### src/rtl/core/pimx_pkg.sv
package pimx_pkg;

  // operation codes
  localparam logic [1:0] OP_LOCK    = 2'd0;
  localparam logic [1:0] OP_TRYLOCK = 2'd1;
  localparam logic [1:0] OP_UNLOCK  = 2'd2;

  // status codes
  localparam logic [2:0] ST_OK       = 3'd0;
  localparam logic [2:0] ST_BUSY     = 3'd1;
  localparam logic [2:0] ST_DENIED   = 3'd2;
  localparam logic [2:0] ST_BLOCKED  = 3'd3;
  localparam logic [2:0] ST_OVERFLOW = 3'd4;

  typedef struct packed {
    logic [1:0] op;
    logic [7:0] task_id;
    logic [7:0] task_prio;
  } pimx_req_t;

  typedef struct packed {
    logic [2:0] status;
    logic       prio_set_valid;
    logic [7:0] prio_set_task;
    logic [7:0] prio_set_value;
    logic       wake_valid;
    logic [7:0] woken_id;
  } pimx_res_t;

  // per-cycle command to the waiter chain
  typedef struct packed {
    logic ins;  // park the new waiter at its sorted place
    logic pop;  // drop the head, shift everything up
  } pimx_ctl_t;

endpackage

### src/rtl/core/pimx_cell.sv
// one waiter slot of the sorted chain
module pimx_cell import pimx_pkg::*; #(
  parameter int unsigned PRIO_BITS = 8,
  parameter int unsigned TASK_BITS = 8
) (
  input  logic                 clk_i,
  input  pimx_ctl_t            ctl_i,
  input  logic                 occ_i,
  input  logic [TASK_BITS-1:0] new_id_i,
  input  logic [PRIO_BITS-1:0] new_prio_i,
  input  logic                 prev_ge_i,
  input  logic [TASK_BITS-1:0] prev_id_i,
  input  logic [PRIO_BITS-1:0] prev_prio_i,
  input  logic [TASK_BITS-1:0] next_id_i,
  input  logic [PRIO_BITS-1:0] next_prio_i,
  output logic                 ge_o,
  output logic [TASK_BITS-1:0] id_o,
  output logic [PRIO_BITS-1:0] prio_o
);

  logic [TASK_BITS-1:0] id_q;
  logic [PRIO_BITS-1:0] prio_q;

  // new waiter goes ahead of this entry (newest wins ties)
  assign ge_o   = !occ_i || (prio_q <= new_prio_i);
  assign id_o   = id_q;
  assign prio_o = prio_q;

  always_ff @(posedge clk_i) begin
    if (ctl_i.ins) begin
      if (prev_ge_i) begin
        id_q   <= prev_id_i;
        prio_q <= prev_prio_i;
      end else if (ge_o) begin
        id_q   <= new_id_i;
        prio_q <= new_prio_i;
      end
    end else if (ctl_i.pop) begin
      id_q   <= next_id_i;
      prio_q <= next_prio_i;
    end
  end

endmodule

### src/rtl/core/priority_inheritance_mutex_core.sv
// Priority-inheritance mutex with recursion. Pulse start with a lock, trylock or unlock
// request on req_i; busy stays low, so a request is taken on every cycle that start is
// high, one item per clock. Its result appears on res_o one cycle later, marked by a
// one-cycle result_valid_o strobe, and must be taken then: there is no way to stall it.
// Waiters are held in a chain of cells kept sorted by priority (newest first on ties),
// so the next owner is always at the head and parking or waking costs one cycle.
// The waiter store needs no clearing after reset; only the waiter count is reset.
module priority_inheritance_mutex_core import pimx_pkg::*; #(
  parameter int unsigned MAX_WAITERS = 16,
  parameter int unsigned PRIO_BITS   = 8,
  parameter int unsigned TASK_BITS   = 8,
  parameter int unsigned COUNT_MAX   = 255
) (
  input  logic      clk_i,
  input  logic      rst_ni,
  input  logic      start,
  output logic      busy,
  input  pimx_req_t req_i,
  output logic      result_valid_o,
  output pimx_res_t res_o
);

  localparam int unsigned CNT_W  = $clog2(MAX_WAITERS + 1);
  localparam int unsigned HOLD_W = $clog2(COUNT_MAX + 1);

  // owner state
  logic                 owned_q, owned_d;
  logic [TASK_BITS-1:0] owner_q, owner_d;
  logic [PRIO_BITS-1:0] base_q, base_d;
  logic [PRIO_BITS-1:0] cur_q, cur_d;
  logic [HOLD_W-1:0]    hold_q, hold_d;
  logic [CNT_W-1:0]     count_q, count_d;

  // result register
  logic      res_valid_q;
  pimx_res_t res_q, res_d;

  // request fields cut to the configured widths
  logic                 accept;
  logic [TASK_BITS-1:0] tid;
  logic [PRIO_BITS-1:0] prio;
  logic                 full;

  // waiter chain
  pimx_ctl_t            ctl;
  logic [TASK_BITS-1:0] cell_id   [MAX_WAITERS];
  logic [PRIO_BITS-1:0] cell_prio [MAX_WAITERS];
  logic [MAX_WAITERS-1:0] cell_ge;

  assign busy   = 1'b0;  // the block never stalls
  assign accept = start && !busy;
  assign tid    = TASK_BITS'(req_i.task_id);
  assign prio   = PRIO_BITS'(req_i.task_prio);
  assign full   = (count_q == CNT_W'(MAX_WAITERS));

  for (genvar i = 0; i < MAX_WAITERS; i++) begin : g_cell
    logic                 prev_ge;
    logic [TASK_BITS-1:0] prev_id, next_id;
    logic [PRIO_BITS-1:0] prev_prio, next_prio;

    // ends of the chain: head has nothing ahead, tail pulls nothing useful
    if (i == 0) begin : g_head
      assign prev_ge   = 1'b0;
      assign prev_id   = tid;
      assign prev_prio = prio;
    end else begin : g_link
      assign prev_ge   = cell_ge[i-1];
      assign prev_id   = cell_id[i-1];
      assign prev_prio = cell_prio[i-1];
    end
    if (i == MAX_WAITERS - 1) begin : g_tail
      assign next_id   = tid;
      assign next_prio = prio;
    end else begin : g_next
      assign next_id   = cell_id[i+1];
      assign next_prio = cell_prio[i+1];
    end

    pimx_cell #(
      .PRIO_BITS (PRIO_BITS),
      .TASK_BITS (TASK_BITS)
    ) u_cell (
      .clk_i       (clk_i),
      .ctl_i       (ctl),
      .occ_i       (count_q > CNT_W'(i)),
      .new_id_i    (tid),
      .new_prio_i  (prio),
      .prev_ge_i   (prev_ge),
      .prev_id_i   (prev_id),
      .prev_prio_i (prev_prio),
      .next_id_i   (next_id),
      .next_prio_i (next_prio),
      .ge_o        (cell_ge[i]),
      .id_o        (cell_id[i]),
      .prio_o      (cell_prio[i])
    );
  end

  // request decode: one item per cycle
  always_comb begin
    owned_d = owned_q;
    owner_d = owner_q;
    base_d  = base_q;
    cur_d   = cur_q;
    hold_d  = hold_q;
    count_d = count_q;
    ctl     = '0;
    res_d   = '0;
    res_d.status = ST_OK;

    if (accept) begin
      case (req_i.op)
        OP_LOCK, OP_TRYLOCK: begin
          if (!owned_q) begin
            owned_d = 1'b1;
            owner_d = tid;
            base_d  = prio;
            cur_d   = prio;
            hold_d  = HOLD_W'(1);
          end else if (owner_q == tid) begin
            // recursive take
            if (hold_q >= HOLD_W'(COUNT_MAX)) begin
              res_d.status = ST_OVERFLOW;
            end else begin
              hold_d = hold_q + HOLD_W'(1);
            end
          end else begin
            // contended: boost the owner even if the request then fails
            if (prio > cur_q) begin
              cur_d                = prio;
              res_d.prio_set_valid = 1'b1;
              res_d.prio_set_task  = 8'(owner_q);
              res_d.prio_set_value = 8'(prio);
            end
            if (req_i.op == OP_TRYLOCK) begin
              res_d.status = ST_BUSY;
            end else if (full) begin
              res_d.status = ST_OVERFLOW;
            end else begin
              ctl.ins      = 1'b1;
              count_d      = count_q + CNT_W'(1);
              res_d.status = ST_BLOCKED;
            end
          end
        end
        OP_UNLOCK: begin
          if (!owned_q || owner_q != tid) begin
            res_d.status = ST_DENIED;
          end else if (hold_q > HOLD_W'(1)) begin
            hold_d = hold_q - HOLD_W'(1);
          end else begin
            // final release: old owner drops back to its base priority
            res_d.prio_set_valid = 1'b1;
            res_d.prio_set_task  = 8'(owner_q);
            res_d.prio_set_value = 8'(base_q);
            if (count_q != '0) begin
              // head of the chain is the best waiter
              owner_d          = cell_id[0];
              base_d           = cell_prio[0];
              cur_d            = cell_prio[0];
              hold_d           = HOLD_W'(1);
              ctl.pop          = 1'b1;
              count_d          = count_q - CNT_W'(1);
              res_d.wake_valid = 1'b1;
              res_d.woken_id   = 8'(cell_id[0]);
            end else begin
              owned_d = 1'b0;
              hold_d  = '0;
              cur_d   = base_q;
            end
          end
        end
        default: begin
          // unknown op: answer ok, no change
        end
      endcase
    end
  end

  always_ff @(posedge clk_i or negedge rst_ni) begin
    if (!rst_ni) begin
      owned_q     <= 1'b0;
      owner_q     <= '0;
      base_q      <= '0;
      cur_q       <= '0;
      hold_q      <= '0;
      count_q     <= '0;
      res_valid_q <= 1'b0;
    end else begin
      owned_q     <= owned_d;
      owner_q     <= owner_d;
      base_q      <= base_d;
      cur_q       <= cur_d;
      hold_q      <= hold_d;
      count_q     <= count_d;
      res_valid_q <= accept;
    end
  end

  // result payload, no reset needed
  always_ff @(posedge clk_i) begin
    if (accept) begin
      res_q <= res_d;
    end
  end

  assign result_valid_o = res_valid_q;
  assign res_o          = res_q;

endmodule

### config.mk
export PLATFORM = sky130hd
export DESIGN_NAME = priority_inheritance_mutex_core
export DESIGN_NICKNAME = d
export VERILOG_FILES = /design/src/rtl/core/pimx_pkg.sv /design/src/rtl/core/pimx_cell.sv /design/src/rtl/core/priority_inheritance_mutex_core.sv
export SDC_FILE = /design/constraint.sdc
export NUM_CORES = 1
export LEC_CHECK = 0
export BUFFER_PORTS_ARGS = -buffer_cell sky130_fd_sc_hd__buf_2
export CORE_ASPECT_RATIO = 0.6
export CORE_UTILIZATION = 41
export DETAILED_ROUTE_END_ITERATION = 10
export PLACE_DENSITY = 0.65
export SLEW_MARGIN = 25
export SYNTH_ARGS = -nofsm -noshare
export SYNTH_HDL_FRONTEND = slang
export SYNTH_SLANG_ARGS = --single-unit
### constraint.sdc
create_clock -name clk_i -period 4.44 [get_ports clk_i]
set_clock_uncertainty 0.05 [all_clocks]
set_input_delay 0.666 -clock clk_i [delete_from_list [all_inputs] [get_ports clk_i]]
set_output_delay 0.666 -clock clk_i [all_outputs]
set_load 0.01 [all_outputs]
==> metrics <==
number of top-level pins=52; Detail Route Antenna Nets=0; peak ir drop on the vdd network=284 µV; ant diodes=0; final weighted congestion of routability-driven global placement=0.939; Slew headroom=30.8%; Yosys reg bits=324; Syn. warnings=0; Mapped Nets=2,007; maximum clock rate=0.260 GHz; Synth area leaders=sky130_fd_sc_hd__edfxtp_1 (44%), sky130_fd_sc_hd__mux2i_1 (11%), sky130_fd_sc_hd__ha_1 (9.3%); num rows=61; worst endpoint data arrival time=4.20 ns; detailed-route DRC error count=0; Total Routing Usage GR=23.8%; synthesized area per cell=10.6 µm²; 1st-pass router iterations=5; total grt overflow=0; area share of the leading cell type in the synthesized netlist=44.0%; critical path's slowest cell=sky130_fd_sc_hd__nor3_2; Num CTS Buffers=30; count of flip-flops with a built-in enable after synthesis=285; Pwr Density=442 nW/µm²; sum of buffers and inverters on the critical path=2; Num Clock Sinks=324; final critical-path share of the clock period=86.7%; instance count of the mapped netlist=1,841; detailed-route vias per instance=5.95; netlist area before placement=19,400 µm²; total number of nets in the final design=2,043; Die Span Y=171 µm; routed len/inst=23.1 µm; sequential share of power=42.0%; Worst Hold Class=primary input to asynchronous set/reset pin; Worst Path Class, Setup=flip-flop to flip-flop; commonest cells in the synthesized netlist=sky130_fd_sc_hd__edfxtp_1 (285), sky130_fd_sc_hd__a21oi_1 (276), sky130_fd_sc_hd__nor2_1 (253); most instantiated library cell after synthesis=sky130_fd_sc_hd__edfxtp_1; number of antenna violations at the first check in global routing=1; post-synthesis cell type count=64; count of pins over their slew limit=0; vias in the first global route=14,106; layout cell share with drive strength beyond 1=12.9%; Starting Density=41.7%; Max Buffers Root-to-Sink=3; setup repair after global routing missed its margin=false; cells along the critical path=inv_1 -> ha_1 -> a31oi_1 -> nand2_1 -> nor3_2 -> buf_12 -> nand2_1 -> o211ai_1; signed area change from the synthesized netlist to the final layout=12.2%; largest net degree at the start of global routing=111; Comb pwr share=31.1%; final period demand of the worst path=3.85 ns; cell internal pwr=6.33 mW; most area-hungry cell type in the Yosys netlist=sky130_fd_sc_hd__edfxtp_1; sum of routed wire length over all layers=58,400 µm; post-detailed-placement half-perimeter wirelength=43,200 µm; Crit Reg-Reg Startpoint=count_q[0]$_DFFE_PN0P_; Final Hold Vio Count=0; CP most frequent cell=sky130_fd_sc_hd__nand2_1; Critical path origin=count_q[0]$_DFFE_PN0P_; count of H-tree levels built during CTS=1; required time of the worst setup path=4.79 ns; Skew-Pair Late Insertion Delay=0.60 ns; Slowest Stage Delay on Critical Path=0.70 ns; Seq/Total Area, Yosys=49.1%; hold slack=0.00517 ns; routed via count=15,066; Die Footprint=48,300 µm²; TritonCTS clock tree=yes; Net Sw Frac=34.2%; net switching power figure=3.30 mW; drt first-iter violations=1,880; largest fanout of any net on the critical path=92; number of max-cap violations=0; Clock power frac=26.9%; delay-heaviest family, CP=simple AND/OR/NAND/NOR gates; buffers added on ports=50; outcome=finished clean; CTS hold repair buffers=0; width of the die=283 µm; most frequently used flop master after synthesis=sky130_fd_sc_hd__edfxtp_1; clock transition at the register clock pins on the worst setup and hold paths after CTS=0.07 ns; total setup violations reported at the end of the flow=0; global-route wire length before repair=87,700 µm; Startpoint Class=flip-flop; Clk Tree Root Cell=sky130_fd_sc_hd__clkbuf_16; worst-margin pin slew=1.03 ns; critical path capture point type=flip-flop; postcts setup bufs=0; Post-synth ARST share=12.0%; Pleak=9.13 nW; floorplan core area=46,600 µm²; Post-CTS Resized=0; setup TNS=0 ns
registers in the layout, indices dropped and copies added, names as in the netlist:
signal / cells
owned_q: 1
count_q: 5
g_cell.u_cell.id_o: 128
res_o: 29
cur_q: 8
result_valid_o: 1
base_q: 8
g_cell.u_cell.prio_o: 128
hold_q: 8
owner_q: 8
kinds of logic (layout without fill, tap and decap cells):
group	Yosys count	after routing	share of synthesized area [%]
simple gates	492	492	11.4
compound gates	457	457	13.8
flops	324	324	49.1
mux	235	235	12.3
buf+inv	175	235	3.59
fa+ha+maj	145	145	9.34
xor+xnor	12	12	0.541
other cells	1	1	0.0193
metal layers:
layer / global-route usage (%) / up-vias / part of all wire [%]
li1: - / 6915 / -
met1: 37.6 / 7284 / 47
met2: 30.5 / 804 / 37
met3: 8.32 / 63 / 14
met4: 4.25 / 0 / 1.6
met5: 0 / - / 0
cell usage in the layout, fill, tap and decap left out, types with 9 or more instances in the layout:
cell type	netlist	layout
sky130_fd_sc_hd__edfxtp_1	285	285
sky130_fd_sc_hd__clkbuf_16	0	30
sky130_fd_sc_hd__mux2i_1	204	204
sky130_fd_sc_hd__mux2_2	31	31
sky130_fd_sc_hd__o31ai_4	0	10
sky130_fd_sc_hd__nor2_1	253	253
sky130_fd_sc_hd__a21oi_1	276	275
sky130_fd_sc_hd__o211ai_1	32	32
sky130_fd_sc_hd__nand4_1	34	34
sky130_fd_sc_hd__buf_2	23	49
sky130_fd_sc_hd__nor3_1	17	16
sky130_fd_sc_hd__dfrtp_1	39	39
sky130_fd_sc_hd__a211oi_1	14	14
sky130_fd_sc_hd__inv_1	39	39
sky130_fd_sc_hd__nand2_1	90	90
sky130_fd_sc_hd__o21ai_0	52	52
sky130_fd_sc_hd__nor2b_1	18	18
sky130_fd_sc_hd__nand3_1	22	22
sky130_fd_sc_hd__buf_4	1	84
sky130_fd_sc_hd__clkbuf_1	98	9
sky130_fd_sc_hd__and2_1	19	19
sky130_fd_sc_hd__o31ai_1	20	10
sky130_fd_sc_hd__and3_1	14	14
sky130_fd_sc_hd__ha_1	145	145
sky130_fd_sc_hd__xnor2_1	11	11
stage by stage:
| step | setup WS [ns] | power, mW | utilization [%] | cells | cell area, µm² |
|---|---|---|---|---|---|
| after global placement | 0.540 | 6.91 | 44.8 | 2475 | 20800 |
| after CTS | 0.769 | 9.57 | 46.8 | 2531 | 21800 |
| final | 0.589 | 9.63 | 46.8 | 2531 | 21800 |
| after global routing | 0.379 | 10.0 | 46.8 | 2531 | 21800 |
| after detailed placement | 0.542 | 7.00 | 44.8 | 2475 | 20800 |
| after floorplan | 0.328 | 5.97 | - | 1841 | 19400 |
worst paths after layout:
kind,end,slack [ns],depth (start not counted)
min in group clk_i,res_o[27]$_DFFE_PP_,0.43,2
max in group asynchronous,cur_q[0]$_DFFE_PN0P_,3.94,1
min,base_q[7]$_DFFE_PN0P_,0.005,1
min reg2reg,cur_q[7]$_DFFE_PN0P_,0.46,1
max,g_cell[12].u_cell.id_o[0]$_DFFE_PP_,0.59,8
max reg2reg,g_cell[12].u_cell.id_o[0]$_DFFE_PP_,0.59,8
layout make-up:
| class | instances | area [µm²] |
|---|---|---|
| multi-input combinational | 1342 | 9360 |
| clock buffer | 41 | 812 |
| timing repair buffer | 140 | 1020 |
| inverter | 39 | 146 |
| sequential | 324 | 9530 |
| clock inverter | 15 | 134 |
| fill | 4258 | 24800 |
| tap | 630 | 788 |
power by group through the flow:
stage	sequential, mW	combinational, mW	clock, mW
detailed placement	4.08	2.92	0
global route	4.07	3.24	2.73
finish	4.04	3.00	2.59
CTS	4.02	2.93	2.62
global placement	4.07	2.84	0
floorplan	3.94	2.02	0
No activity file was read; power rests on OpenSTA's default activity.
